<file path="src/rect_and_disc_span_rasterizer_core_assert.svh">
// Assertion macros for the span rasterizer core.
`ifndef RECT_AND_DISC_SPAN_RASTERIZER_CORE_ASSERT_SVH
`define RECT_AND_DISC_SPAN_RASTERIZER_CORE_ASSERT_SVH

// Clocked property, disabled while in reset.
`define RDSR_ASSERT(lbl, prop, msg) \
    lbl: assert property (@(posedge aclk) disable iff (!aresetn) (prop)) else $error(msg);

// Condition that must never hold.
`define RDSR_NEVER(lbl, cond, msg) \
    `RDSR_ASSERT(lbl, !(cond), msg)

`endif

</file>
<file path="src/rdsr_pkg.sv">
// ----------------------------------------------------------------------------
// rdsr_pkg
// Shared constants and types of the rectangle and disc span rasterizer.
// ----------------------------------------------------------------------------
package rdsr_pkg;

    localparam int FRAME_WIDTH  = 64;
    localparam int FRAME_HEIGHT = 64;
    localparam int COL_W        = $clog2(FRAME_WIDTH + 1);
    localparam int ROW_W        = $clog2(FRAME_HEIGHT + 1);
    localparam int SQ_STEPS     = 12;

    localparam logic REQ_RECT = 1'b0;
    localparam logic REQ_DISC = 1'b1;

    // One row to rasterize, as issued by the row generator.
    typedef struct packed {
        logic              is_disc;
        logic              empty;
        logic              last;
        logic [ROW_W-1:0]  y;
        logic [COL_W-1:0]  x0;
        logic [COL_W-1:0]  x1;
        logic signed [12:0] cx;
        logic signed [12:0] cy;
        logic [11:0]       r;
        logic [7:0]        red;
        logic [7:0]        green;
        logic [7:0]        blue;
    } row_tok_t;

    typedef struct packed {
        logic [5:0] row;
        logic [5:0] first;
        logic [5:0] final_col;
        logic       valid;
        logic [7:0] red;
        logic [7:0] green;
        logic [7:0] blue;
        logic       last;
    } span_out_t;

endpackage

</file>
<file path="src/rdsr_row_pipe.sv">
// ----------------------------------------------------------------------------
// rdsr_row_pipe
// Row pipeline: dy, dy squared, remaining radius budget, 12-stage integer
// square root, then span edges clipped to the bounding box.
// ----------------------------------------------------------------------------
module rdsr_row_pipe (
    input  logic                 aclk,
    input  logic                 aresetn,
    input  logic                 en,
    input  logic                 in_valid,
    input  rdsr_pkg::row_tok_t   in_tok,
    output logic                 out_valid,
    output rdsr_pkg::span_out_t  out_span
);

    localparam int NS = rdsr_pkg::SQ_STEPS;

    // stage 1
    logic                 v1_reg;
    rdsr_pkg::row_tok_t   t1_reg;
    logic signed [14:0]   dy1_reg;
    logic [23:0]          r2_1_reg;
    // stage 2
    logic                 v2_reg;
    rdsr_pkg::row_tok_t   t2_reg;
    logic [24:0]          dy2_2_reg;
    logic [23:0]          r2_2_reg;
    // stage 3
    logic                 v3_reg;
    rdsr_pkg::row_tok_t   t3_reg;
    logic                 neg3_reg;
    logic [23:0]          rem3_reg;
    // square root stages
    logic                 sq_v_reg   [NS];
    rdsr_pkg::row_tok_t   sq_tok_reg [NS];
    logic                 sq_neg_reg [NS];
    logic [25:0]          sq_x_reg   [NS];
    logic [25:0]          sq_res_reg [NS];
    // output
    logic                 out_valid_reg;
    rdsr_pkg::span_out_t  out_reg;

    logic signed [14:0]   dy_c;
    logic [23:0]          r2_c;
    logic [13:0]          dmag_c;
    logic [27:0]          dsq_c;
    logic signed [25:0]   diff_c;
    logic [25:0]          sq_x_in   [NS];
    logic [25:0]          sq_res_in [NS];
    logic [25:0]          sq_sum_c  [NS];
    logic [25:0]          sq_x_next [NS];
    logic [25:0]          sq_res_next [NS];
    rdsr_pkg::span_out_t  out_next;

    always_comb begin
        dy_c   = 15'(signed'({1'b0, in_tok.y, 4'b1000})) - 15'(in_tok.cy);
        r2_c   = {12'b0, in_tok.r} * {12'b0, in_tok.r};
        dmag_c = dy1_reg[14] ? 14'(-dy1_reg) : 14'(dy1_reg);
        dsq_c  = {14'b0, dmag_c} * {14'b0, dmag_c};
        diff_c = signed'({2'b0, r2_2_reg}) - signed'({1'b0, dy2_2_reg});
    end

    // digit-by-digit square root, one result bit per stage
    always_comb begin
        sq_x_in[0]   = {2'b0, rem3_reg};
        sq_res_in[0] = '0;
        for (int k = 1; k < NS; k++) begin
            sq_x_in[k]   = sq_x_reg[k-1];
            sq_res_in[k] = sq_res_reg[k-1];
        end
        for (int k = 0; k < NS; k++) begin
            sq_sum_c[k] = sq_res_in[k] + (26'(1) << (22 - 2 * k));
            if (sq_x_in[k] >= sq_sum_c[k]) begin
                sq_x_next[k]   = sq_x_in[k] - sq_sum_c[k];
                sq_res_next[k] = (sq_res_in[k] >> 1) + (26'(1) << (22 - 2 * k));
            end else begin
                sq_x_next[k]   = sq_x_in[k];
                sq_res_next[k] = sq_res_in[k] >> 1;
            end
        end
    end

    // span edges: |16x+8-cx| <= root
    rdsr_pkg::row_tok_t  ft;
    logic signed [15:0]  root_c, cx_c, lo_c, hi_c, fa_c, fb_c, bx0_c, bx1_c, f1_c, f2_c;
    logic                hit_c;

    always_comb begin
        ft     = sq_tok_reg[NS-1];
        root_c = signed'({4'b0, sq_res_reg[NS-1][11:0]});
        cx_c   = 16'(ft.cx);
        lo_c   = cx_c - root_c - 16'sd8;
        hi_c   = cx_c + root_c - 16'sd8;
        fa_c   = (lo_c + 16'sd15) >>> 4;
        fb_c   = hi_c >>> 4;
        bx0_c  = signed'(16'(ft.x0));
        bx1_c  = signed'(16'(ft.x1));
        f1_c   = (fa_c > bx0_c) ? fa_c : bx0_c;
        f2_c   = (fb_c < bx1_c) ? fb_c : bx1_c;
        hit_c  = !sq_neg_reg[NS-1] && (f1_c <= f2_c);

        out_next.red       = ft.red;
        out_next.green     = ft.green;
        out_next.blue      = ft.blue;
        out_next.last      = ft.last;
        out_next.row       = 6'(ft.y);
        out_next.first     = 6'(ft.x0);
        out_next.final_col = 6'(ft.x1);
        out_next.valid     = 1'b1;
        if (ft.empty) begin
            out_next.row       = '0;
            out_next.first     = '0;
            out_next.final_col = '0;
            out_next.valid     = 1'b0;
        end else if (ft.is_disc) begin
            if (hit_c) begin
                out_next.first     = 6'(f1_c);
                out_next.final_col = 6'(f2_c);
            end else begin
                out_next.first     = '0;
                out_next.final_col = '0;
                out_next.valid     = 1'b0;
            end
        end
    end

    always_ff @(posedge aclk) begin
        if (!aresetn) begin
            v1_reg        <= 1'b0;
            v2_reg        <= 1'b0;
            v3_reg        <= 1'b0;
            out_valid_reg <= 1'b0;
            for (int k = 0; k < NS; k++) begin
                sq_v_reg[k] <= 1'b0;
            end
        end else if (en) begin
            v1_reg        <= in_valid;
            v2_reg        <= v1_reg;
            v3_reg        <= v2_reg;
            sq_v_reg[0]   <= v3_reg;
            for (int k = 1; k < NS; k++) begin
                sq_v_reg[k] <= sq_v_reg[k-1];
            end
            out_valid_reg <= sq_v_reg[NS-1];
        end
    end

    always_ff @(posedge aclk) begin
        if (en) begin
            t1_reg        <= in_tok;
            dy1_reg       <= dy_c;
            r2_1_reg      <= r2_c;
            t2_reg        <= t1_reg;
            dy2_2_reg     <= dsq_c[24:0];
            r2_2_reg      <= r2_1_reg;
            t3_reg        <= t2_reg;
            neg3_reg      <= diff_c[25];
            rem3_reg      <= diff_c[23:0];
            sq_tok_reg[0] <= t3_reg;
            sq_neg_reg[0] <= neg3_reg;
            for (int k = 1; k < NS; k++) begin
                sq_tok_reg[k] <= sq_tok_reg[k-1];
                sq_neg_reg[k] <= sq_neg_reg[k-1];
            end
            for (int k = 0; k < NS; k++) begin
                sq_x_reg[k]   <= sq_x_next[k];
                sq_res_reg[k] <= sq_res_next[k];
            end
            out_reg <= out_next;
        end
    end

    assign out_valid = out_valid_reg;
    assign out_span  = out_reg;

endmodule

</file>
<file path="src/rect_and_disc_span_rasterizer_core.sv">
// A command is registered in the row generator; each of its rows then passes through
// the row pipeline to m_*. The generator issues one row per cycle while no span waits,
// one per clipped row (one empty row when the command is off screen).
// The generator and the 16-stage row pipeline (12 of them square root)
// advance together and freeze while an output span waits.
// Reset: synchronous, active low; clears the generator and all valid bits.
// ----------------------------------------------------------------------------
// rect_and_disc_span_rasterizer_core
// Clips a rectangle or disc command to the frame and emits one span per row.
// ----------------------------------------------------------------------------
`include "rect_and_disc_span_rasterizer_core_assert.svh"

module rect_and_disc_span_rasterizer_core (
    input  logic               aclk,
    input  logic               aresetn,
    input  logic               s_valid,
    output logic               s_ready,
    input  logic               s_req_type,
    input  logic signed [7:0]  s_rect_left,
    input  logic signed [7:0]  s_rect_top,
    input  logic [7:0]         s_rect_width,
    input  logic [7:0]         s_rect_height,
    input  logic signed [12:0] s_centre_x,
    input  logic signed [12:0] s_centre_y,
    input  logic [11:0]        s_disc_radius,
    input  logic [7:0]         s_colour_red,
    input  logic [7:0]         s_colour_green,
    input  logic [7:0]         s_colour_blue,
    output logic               m_valid,
    input  logic               m_ready,
    output logic [5:0]         m_span_row,
    output logic [5:0]         m_span_first,
    output logic [5:0]         m_span_final,
    output logic               m_span_valid,
    output logic [7:0]         m_out_red,
    output logic [7:0]         m_out_green,
    output logic [7:0]         m_out_blue,
    output logic               m_last_span
);

    localparam logic signed [15:0] FW = 16'(rdsr_pkg::FRAME_WIDTH);
    localparam logic signed [15:0] FH = 16'(rdsr_pkg::FRAME_HEIGHT);

    logic                               en;
    logic                               busy_reg;
    rdsr_pkg::row_tok_t                 cmd_reg;
    logic [rdsr_pkg::ROW_W-1:0]         y_reg;
    logic [rdsr_pkg::ROW_W-1:0]         y1_reg;
    rdsr_pkg::row_tok_t                 tok;
    logic                               pipe_valid;
    rdsr_pkg::span_out_t                pipe_span;
    logic                               accept;

    // bounding box of the incoming command
    logic signed [15:0] rl, rt, rw, rh, rxe, rye, cx, cy, rr;
    logic signed [15:0] bx0, bx1, by0, by1, dlo_x, dlo_y, dhi_x, dhi_y;
    logic               empty_c;

    always_comb begin
        rl = 16'(s_rect_left);
        rt = 16'(s_rect_top);
        rw = signed'(16'(s_rect_width));
        rh = signed'(16'(s_rect_height));
        cx = 16'(s_centre_x);
        cy = 16'(s_centre_y);
        rr = signed'(16'(s_disc_radius));
        rxe   = ((rl + rw) > FW) ? FW : (rl + rw);
        rye   = ((rt + rh) > FH) ? FH : (rt + rh);
        dlo_x = (cx - rr) >>> 4;
        dlo_y = (cy - rr) >>> 4;
        dhi_x = (cx + rr + 16'sd15) >>> 4;
        dhi_y = (cy + rr + 16'sd15) >>> 4;
        if (s_req_type == rdsr_pkg::REQ_DISC) begin
            bx0 = (dlo_x < 0) ? 16'sd0 : dlo_x;
            by0 = (dlo_y < 0) ? 16'sd0 : dlo_y;
            bx1 = (dhi_x > FW - 16'sd1) ? FW - 16'sd1 : dhi_x;
            by1 = (dhi_y > FH - 16'sd1) ? FH - 16'sd1 : dhi_y;
        end else begin
            bx0 = (rl < 0) ? 16'sd0 : rl;
            by0 = (rt < 0) ? 16'sd0 : rt;
            bx1 = rxe - 16'sd1;
            by1 = rye - 16'sd1;
        end
        empty_c = (bx0 > bx1) || (by0 > by1);
    end

    always_comb begin
        tok      = cmd_reg;
        tok.y    = y_reg;
        tok.last = cmd_reg.empty || (y_reg == y1_reg);
    end

    assign en      = !m_valid || m_ready;
    assign s_ready = !busy_reg || (en && tok.last);
    assign accept  = s_valid && s_ready;

    always_ff @(posedge aclk) begin
        if (!aresetn) begin
            busy_reg <= 1'b0;
        end else if (accept) begin
            busy_reg <= 1'b1;
        end else if (busy_reg && en && tok.last) begin
            busy_reg <= 1'b0;
        end
    end

    always_ff @(posedge aclk) begin
        if (accept) begin
            cmd_reg.is_disc <= (s_req_type == rdsr_pkg::REQ_DISC);
            cmd_reg.empty   <= empty_c;
            cmd_reg.last    <= 1'b0;
            cmd_reg.y       <= '0;
            cmd_reg.x0      <= rdsr_pkg::COL_W'(bx0);
            cmd_reg.x1      <= rdsr_pkg::COL_W'(bx1);
            cmd_reg.cx      <= s_centre_x;
            cmd_reg.cy      <= s_centre_y;
            cmd_reg.r       <= s_disc_radius;
            cmd_reg.red     <= s_colour_red;
            cmd_reg.green   <= s_colour_green;
            cmd_reg.blue    <= s_colour_blue;
            y_reg           <= empty_c ? '0 : rdsr_pkg::ROW_W'(by0);
            y1_reg          <= rdsr_pkg::ROW_W'(by1);
        end else if (busy_reg && en && !tok.last) begin
            y_reg <= y_reg + 1'b1;
        end
    end

    rdsr_row_pipe u_row_pipe (
        .aclk      (aclk),
        .aresetn   (aresetn),
        .en        (en),
        .in_valid  (busy_reg),
        .in_tok    (tok),
        .out_valid (pipe_valid),
        .out_span  (pipe_span)
    );

    assign m_valid      = pipe_valid;
    assign m_span_row   = pipe_span.row;
    assign m_span_first = pipe_span.first;
    assign m_span_final = pipe_span.final_col;
    assign m_span_valid = pipe_span.valid;
    assign m_out_red    = pipe_span.red;
    assign m_out_green  = pipe_span.green;
    assign m_out_blue   = pipe_span.blue;
    assign m_last_span  = pipe_span.last;

    `RDSR_ASSERT(a_span_order, m_valid && m_span_valid |-> m_span_first <= m_span_final,
        "span first column beyond last column")
    `RDSR_ASSERT(a_empty_zero, m_valid && !m_span_valid |-> m_span_first == 6'd0 &&
        m_span_final == 6'd0, "invalid span with nonzero columns")
    `RDSR_ASSERT(a_accept_busy, accept |=> busy_reg, "command accepted but generator idle")
    `RDSR_NEVER(a_row_overrun, busy_reg && !cmd_reg.empty && (y_reg > y1_reg),
        "row generator ran past bounding box")

endmodule
</file>
<file path="config.mk">
export PLATFORM = sky130hd
export DESIGN_NAME = rect_and_disc_span_rasterizer_core
export DESIGN_NICKNAME = d
export VERILOG_FILES = /design/src/rdsr_pkg.sv /design/src/rdsr_row_pipe.sv /design/src/rect_and_disc_span_rasterizer_core.sv
export VERILOG_INCLUDE_DIRS = /design/src /design/src/src
export SDC_FILE = /design/constraint.sdc
export NUM_CORES = 2
export LEC_CHECK = 0
export BUFFER_PORTS_ARGS = -buffer_cell sky130_fd_sc_hd__buf_2
export CELL_PAD_IN_SITES_DETAIL_PLACEMENT = 1
export CELL_PAD_IN_SITES_GLOBAL_PLACEMENT = 1
export CORE_UTILIZATION = 30
export DETAILED_ROUTE_END_ITERATION = 10
export GPL_TIMING_DRIVEN = 0
export PLACE_DENSITY_LB_ADDON = 0.1
export SKIP_LAST_GASP = 1
export SYNTH_ARGS = -nofsm -noshare
export SYNTH_HDL_FRONTEND = slang
export SYNTH_SLANG_ARGS = --single-unit
</file>
<file path="constraint.sdc">
create_clock -name aclk -period 135.3 [get_ports aclk]
set_input_delay 0 -clock aclk [delete_from_list [all_inputs] [get_ports aclk]]
set_output_delay 0 -clock aclk [all_outputs]
set_load 0.01 [all_outputs]
</file>
Yosys cells after proc, flatten, opt, wreduce, memory -nomap -nowiden
Memories as Yosys holds them, arrays and structs flattened. A register that Yosys moved wholly into a read port is not among the register bits.
Cells that the tools add are included.

cells by class
  equality and inequality tests = 1
  reductions and logical operators = 17
  muxes and demuxes = 64
  bitwise logic cells = 12
  add/sub/neg operators = 53
  magnitude comparators = 25
  multiply operators = 2

operator list
  operator                                                                number
  26-bit 2-to-1 mux                                                       23
  26-bit greater-or-equal comparator                                      11
  26-bit subtractor                                                       11
  16-bit 2-to-1 mux                                                       14
  13-bit by 13-bit adder with 14-bit output                               3
  13-bit by 13-bit subtractor with 14-bit output                          3
  16-bit > comparator                                                     2
  16-bit by 8-bit > comparator with 1-bit output (second input constant)  2
  16-bit by 2-bit subtractor with 16-bit output (second input constant)   2
  14-bit by 5-bit adder with 15-bit output (second input constant)        2
  25-bit by 1-bit adder with 26-bit output (second input constant)        1
  25-bit by 11-bit adder with 26-bit output (second input constant)       1
  25-bit by 13-bit adder with 26-bit output (second input constant)       1
  25-bit by 15-bit adder with 26-bit output (second input constant)       1
  25-bit by 17-bit adder with 26-bit output (second input constant)       1
  25-bit by 19-bit adder with 26-bit output (second input constant)       1
  25-bit by 21-bit adder with 26-bit output (second input constant)       1
  25-bit by 3-bit adder with 26-bit output (second input constant)        1
  25-bit by 5-bit adder with 26-bit output (second input constant)        1
  25-bit by 7-bit adder with 26-bit output (second input constant)        1
  25-bit by 9-bit adder with 26-bit output (second input constant)        1
  26-bit by 1-bit adder with 26-bit output (second input constant)        1
  26-bit by 11-bit adder with 26-bit output (second input constant)       1
  26-bit by 13-bit adder with 26-bit output (second input constant)       1
  38 further kinds                                                        87

storage, ports and cells
  register bits = 510
  input bits = 99
  bits in writable memories = 1680
  memories = 5
  output and inout bits = 46

memories
  memory                 words  bits a word  rd ports  clocked after Yosys merged registers in  wr ports  RTL line             source
  u_row_pipe.sq_tok_reg  12     86           12        0                                        12        rdsr_row_pipe.sv:35  rdsr_pkg::row_tok_t sq_tok_reg [NS];
  u_row_pipe.sq_res_reg  12     26           12        0                                        12        rdsr_row_pipe.sv:38  logic [25:0] sq_res_reg [NS];
  u_row_pipe.sq_x_reg    12     26           11        0                                        12        rdsr_row_pipe.sv:37  logic [25:0] sq_x_reg [NS];
  u_row_pipe.sq_neg_reg  12     1            12        0                                        12        rdsr_row_pipe.sv:36  logic sq_neg_reg [NS];
  u_row_pipe.sq_v_reg    12     1            12        1                                        12        rdsr_row_pipe.sv:34  logic sq_v_reg [NS];

Depth between registers and ports, before layout
An unclocked memory read counts as a cell.

  word-level depth = 10
  gate-level depth with buffers = 32
  depth with buffers taken out = 30

By module
Synthesis repeated with hierarchy kept, for this count alone.

second synthesis, totals
  cells, all modules = 4737
  area total of the unflattened synthesis = 69925.8 µm²

by module, submodules not included
  module                              seq. area each (µm²)  area each (µm²)  instances  cells each
  rdsr_row_pipe                       43231.5               62123.3          1          3942
  rect_and_disc_span_rasterizer_core  2782.7                7802.5           1          795

Worst setup path after synthesis
OpenSTA, ideal clock, no wires.

  kind = register to register
  start point = register u_row_pipe.out_valid_reg (netlist: u_row_pipe.out_valid), read port of u_row_pipe.sq_v_reg
  end point = memory u_row_pipe.sq_v_reg[9], data pin
  data arrival time = 42.086 ns
  period minus slack after synthesis = 42.432 ns
  path buffers = 2
  setup time = 0.346 ns
  setup slack = 92.868 ns
  stages on the path, launching flop included = 6
  path through = dfxtp_1 nor2b_1 clkbuf_1 inv_1 clkbuf_1 and3_1

RTL lines
  item             RTL line             source
  start, declared  rdsr_row_pipe.sv:40  logic out_valid_reg;
  end, declared    rdsr_row_pipe.sv:34

Worst setup path in the final report
  start point = register u_row_pipe.dy1_reg[0]
  end point = register u_row_pipe.dy2_2_reg[24], data pin

between the ends
  word-level cells in the longest chain between the ends = 3

RTL lines
  item                                              RTL line              source
  start, declared                                   rdsr_row_pipe.sv:21   logic signed [14:0] dy1_reg;
  start signal, assigned                            rdsr_row_pipe.sv:151  dy1_reg <= dy_c;
  14-bit negation                                   rdsr_row_pipe.sv:58   dmag_c = dy1_reg[14] ? 14'(-dy1_reg) : 14'(dy1_reg);
  14-bit 2-to-1 mux *                               rdsr_row_pipe.sv:58
  14-bit by 14-bit multiplier with 25-bit output *  rdsr_row_pipe.sv:59   dsq_c = {14'b0, dmag_c} * {14'b0, dmag_c};
  net u_row_pipe.dsq_c[24]                          rdsr_row_pipe.sv:46   logic [27:0] dsq_c;
  end signal, assigned                              rdsr_row_pipe.sv:154  dy2_2_reg <= dsq_c[24:0];
  end, declared                                     rdsr_row_pipe.sv:26   logic [24:0] dy2_2_reg;

The timed path passes the listed nets; every way through them passes the cells marked *.
A chain may end at the register's enable or synchronous reset.

==> results.md <==
- Grt total ovfl: 0
- Cts hold-fix bufs: 125
- Commonest cells after routing, fill and taps aside: edfxtp_1 (1523), inv_1 (512), ha_1 (409)
- Period utilization: 0.0671
- Nets: 5882
- Die width: 484 um
- Hold WS: 0.0721 ns
- CTS resizes: 0
- FF-to-FF setup slack: 126.22 ns
- Most common cell after layout, fill and taps aside: edfxtp_1
- Clock slew at reported path FFs: 0.06 ns
- Slew Limit Fails: 0
- HP Class: in -> reg
- Clock buffer depth: 3
- IO Count: 145
- Fillers: 23660
- Register area share after synthesis: 0.662
- DRT Wirelength: 142000 um
- Vias after detailed routing: 36998
- CP Launch Type: flop
- Root buffer cell: clkbuf_16
- Footprint of the multi-input gates: 0.0214 mm2
- Sink Count: 1537
- CP startpoint: u_row_pipe.dy1_reg[0]
- Crit path DAT: 9.62 ns
- DP HPWL: 104000 um
- GP Congestion: 0.773
- Max reg flops: 720
- Synth Area per Inst: 14.8 um2
- Setup-failing EPs final: 0
- CP Max Fanout: 10
- Syn Std Cell Area: 0.0696 mm2
- Warnings from Yosys: 0
- DRC errors left: 0
- Final Hold Fails: 0
- Fmax achieved: 110 MHz
- ANT nets after route: 0
- Min Tclk post-route: 9.08 ns
- Vias in the first global route: 39636
- GRT Total Usage: 0.122
- Worst Skew: 0.0767 ns
- Starting DRT DRC Count: 1742
- Min-Delay Path Depth: 2
- Number of max-cap violations: 0
- Buffers on Ports: 144
- DR WL/cell: 17.0 um
- Top FF cell, synth: edfxtp_1
- Worst r2r src: u_row_pipe.dy1_reg[0]
- Clk_lat worst skew: 0.83 ns
- Hold Path End: cmd_reg[42]
- RSZ-0062 raised after global routing: no
- CP Data Required Time: 135.84 ns
- FF-to-FF path depth: 26
- Die area: 0.234 mm2
- Post-synthesis register bit count: 1537
- H-tree level count: 4
- Outcome: complete, no violations
- Die height: 484 um
- CTS tree: yes
- Hold_sp: s_centre_y[6]
- First-pass GRT wire length: 224000 um
- Worst-Margin Slew: 1.16 ns
- Relative slew slack: 0.216
- Largest net degree at the start of global routing: 72
- Setup WS pre-CTS: 126.15 ns
- Via/cell ratio: 4.43
- Total CTS buffers: 172
- CP endpoint kind: flop
- WS Path Type: reg -> reg
- Syn Inst Count: 4693
- Post-synthesis async set-or-reset flop share: 0
- EDFF count, synth: 1523
- Setup ws final: 126.22 ns
- Register area: 0.0460 mm2
- Initial antenna violation count: 10
- Total setup buffers inserted after CTS: 0
- Detailed Routing Iterations Pass 1: 5
- Setup TNS: 0 ns
- Area Overhead vs Synth: 17.8%
- Library cells used by synthesis: 91
- Starting Density: 0.302
- Cell Rows: 176
- Capturing point of the worst reg2reg path: u_row_pipe.dy2_2_reg[24]
- Layout cells sized above 1: 0.0934
- Total core area: 0.230 mm2
## cell type report
type | instances | share of cell area
Tap cell | 3026 | 0.0462
Clock inverter | 121 | 0.0171
Multi-Input combinational cell | 2592 | 0.261
Antenna cell | 1 | 0.0000305
Sequential cell | 1537 | 0.562
Timing Repair Buffer | 295 | 0.0325
Clock buffer | 198 | 0.0544
Inverter | 515 | 0.0236
Buffer | 63 | 0.00312
## Yosys cell counts (all sizes together) (26+ instances only)
library cell / number / area (um2)
ha: 409 / 5120
a31oi: 28 / 175
inv: 513 / 1930
xnor2: 155 / 1370
a21o: 35 / 263
nor3: 82 / 415
clkbuf: 51 / 191
nand3: 44 / 220
nand2b: 65 / 407
xor2: 115 / 1010
o31ai: 39 / 298
fa: 198 / 3960
nor2: 244 / 916
nor4: 63 / 394
a21oi: 136 / 681
edfxtp: 1523 / 45700
or3: 37 / 231
o21a: 47 / 353
nand2: 218 / 818
or2: 26 / 163
nor2b: 48 / 300
and2: 74 / 463
a211oi: 26 / 210
o21ai: 149 / 746
## worst max-delay path by stage
stage / end / cells past startpoint
floorplan: u_row_pipe.sq_v_reg[9] / 5
finish: u_row_pipe.dy2_2_reg[24] / 26
CTS: u_row_pipe.dy2_2_reg[24] / 29
global placement: u_row_pipe.sq_v_reg[9] / 5
global route: u_row_pipe.dy2_2_reg[24] / 30
detailed placement: u_row_pipe.dy2_2_reg[24] / 29
## cells by family after synthesis
family                   synth area share
flip-flops                          0.662
AND/OR/NAND/NOR                    0.0749
AO/OA/AOI/OAI                      0.0643
adder cells (fa/ha/maj)             0.131
buffers and inverters              0.0314
XOR/XNOR                           0.0341
multiplexers                      0.00318
other                           0.0000539
## stage by stage
step / utilization / instance area, um2 / cells
2_1_floorplan: - / 69600 / 4707
3_3_place_gp: 0.322 / 74100 / 7877
3_5_place_dp: 0.325 / 74800 / 7903
4_1_cts: 0.356 / 81900 / 8347
5_1_grt: 0.356 / 81900 / 8348
6_report: 0.356 / 81900 / 8348
## worst max-delay path, stage by stage, from the launching register on
cell and delay, ns:
edfxtp_1 0.53, or3_1 0.46, nand2b_1 0.17, or2_2 0.32, o41ai_1 0.34, xor2_1 0.63
clkbuf_1 0.65, nor2_1 0.20, fa_1 0.54, inv_1 0.06, fa_1 0.53, inv_1 0.06
fa_1 0.54, inv_1 0.06, fa_1 0.54, inv_1 0.06, fa_1 0.56, fa_1 0.43
ha_1 0.37, a21o_1 0.18, a211o_1 0.34, o211a_1 0.22, a21oi_1 0.24, a31oi_1 0.24
a211o_1 0.31, a21oi_1 0.17, xnor2_1 0.10
## routing by layer
metal / share of wire / GRT usage
met5: 0.00020 / 0
met4: 0.028 / 0.0407
met3: 0.031 / 0.0222
met2: 0.48 / 0.205
met1: 0.46 / 0.157
Power is not shown: default switching activity piles up to over one toggle a cycle in this logic, so the estimate is an artifact.
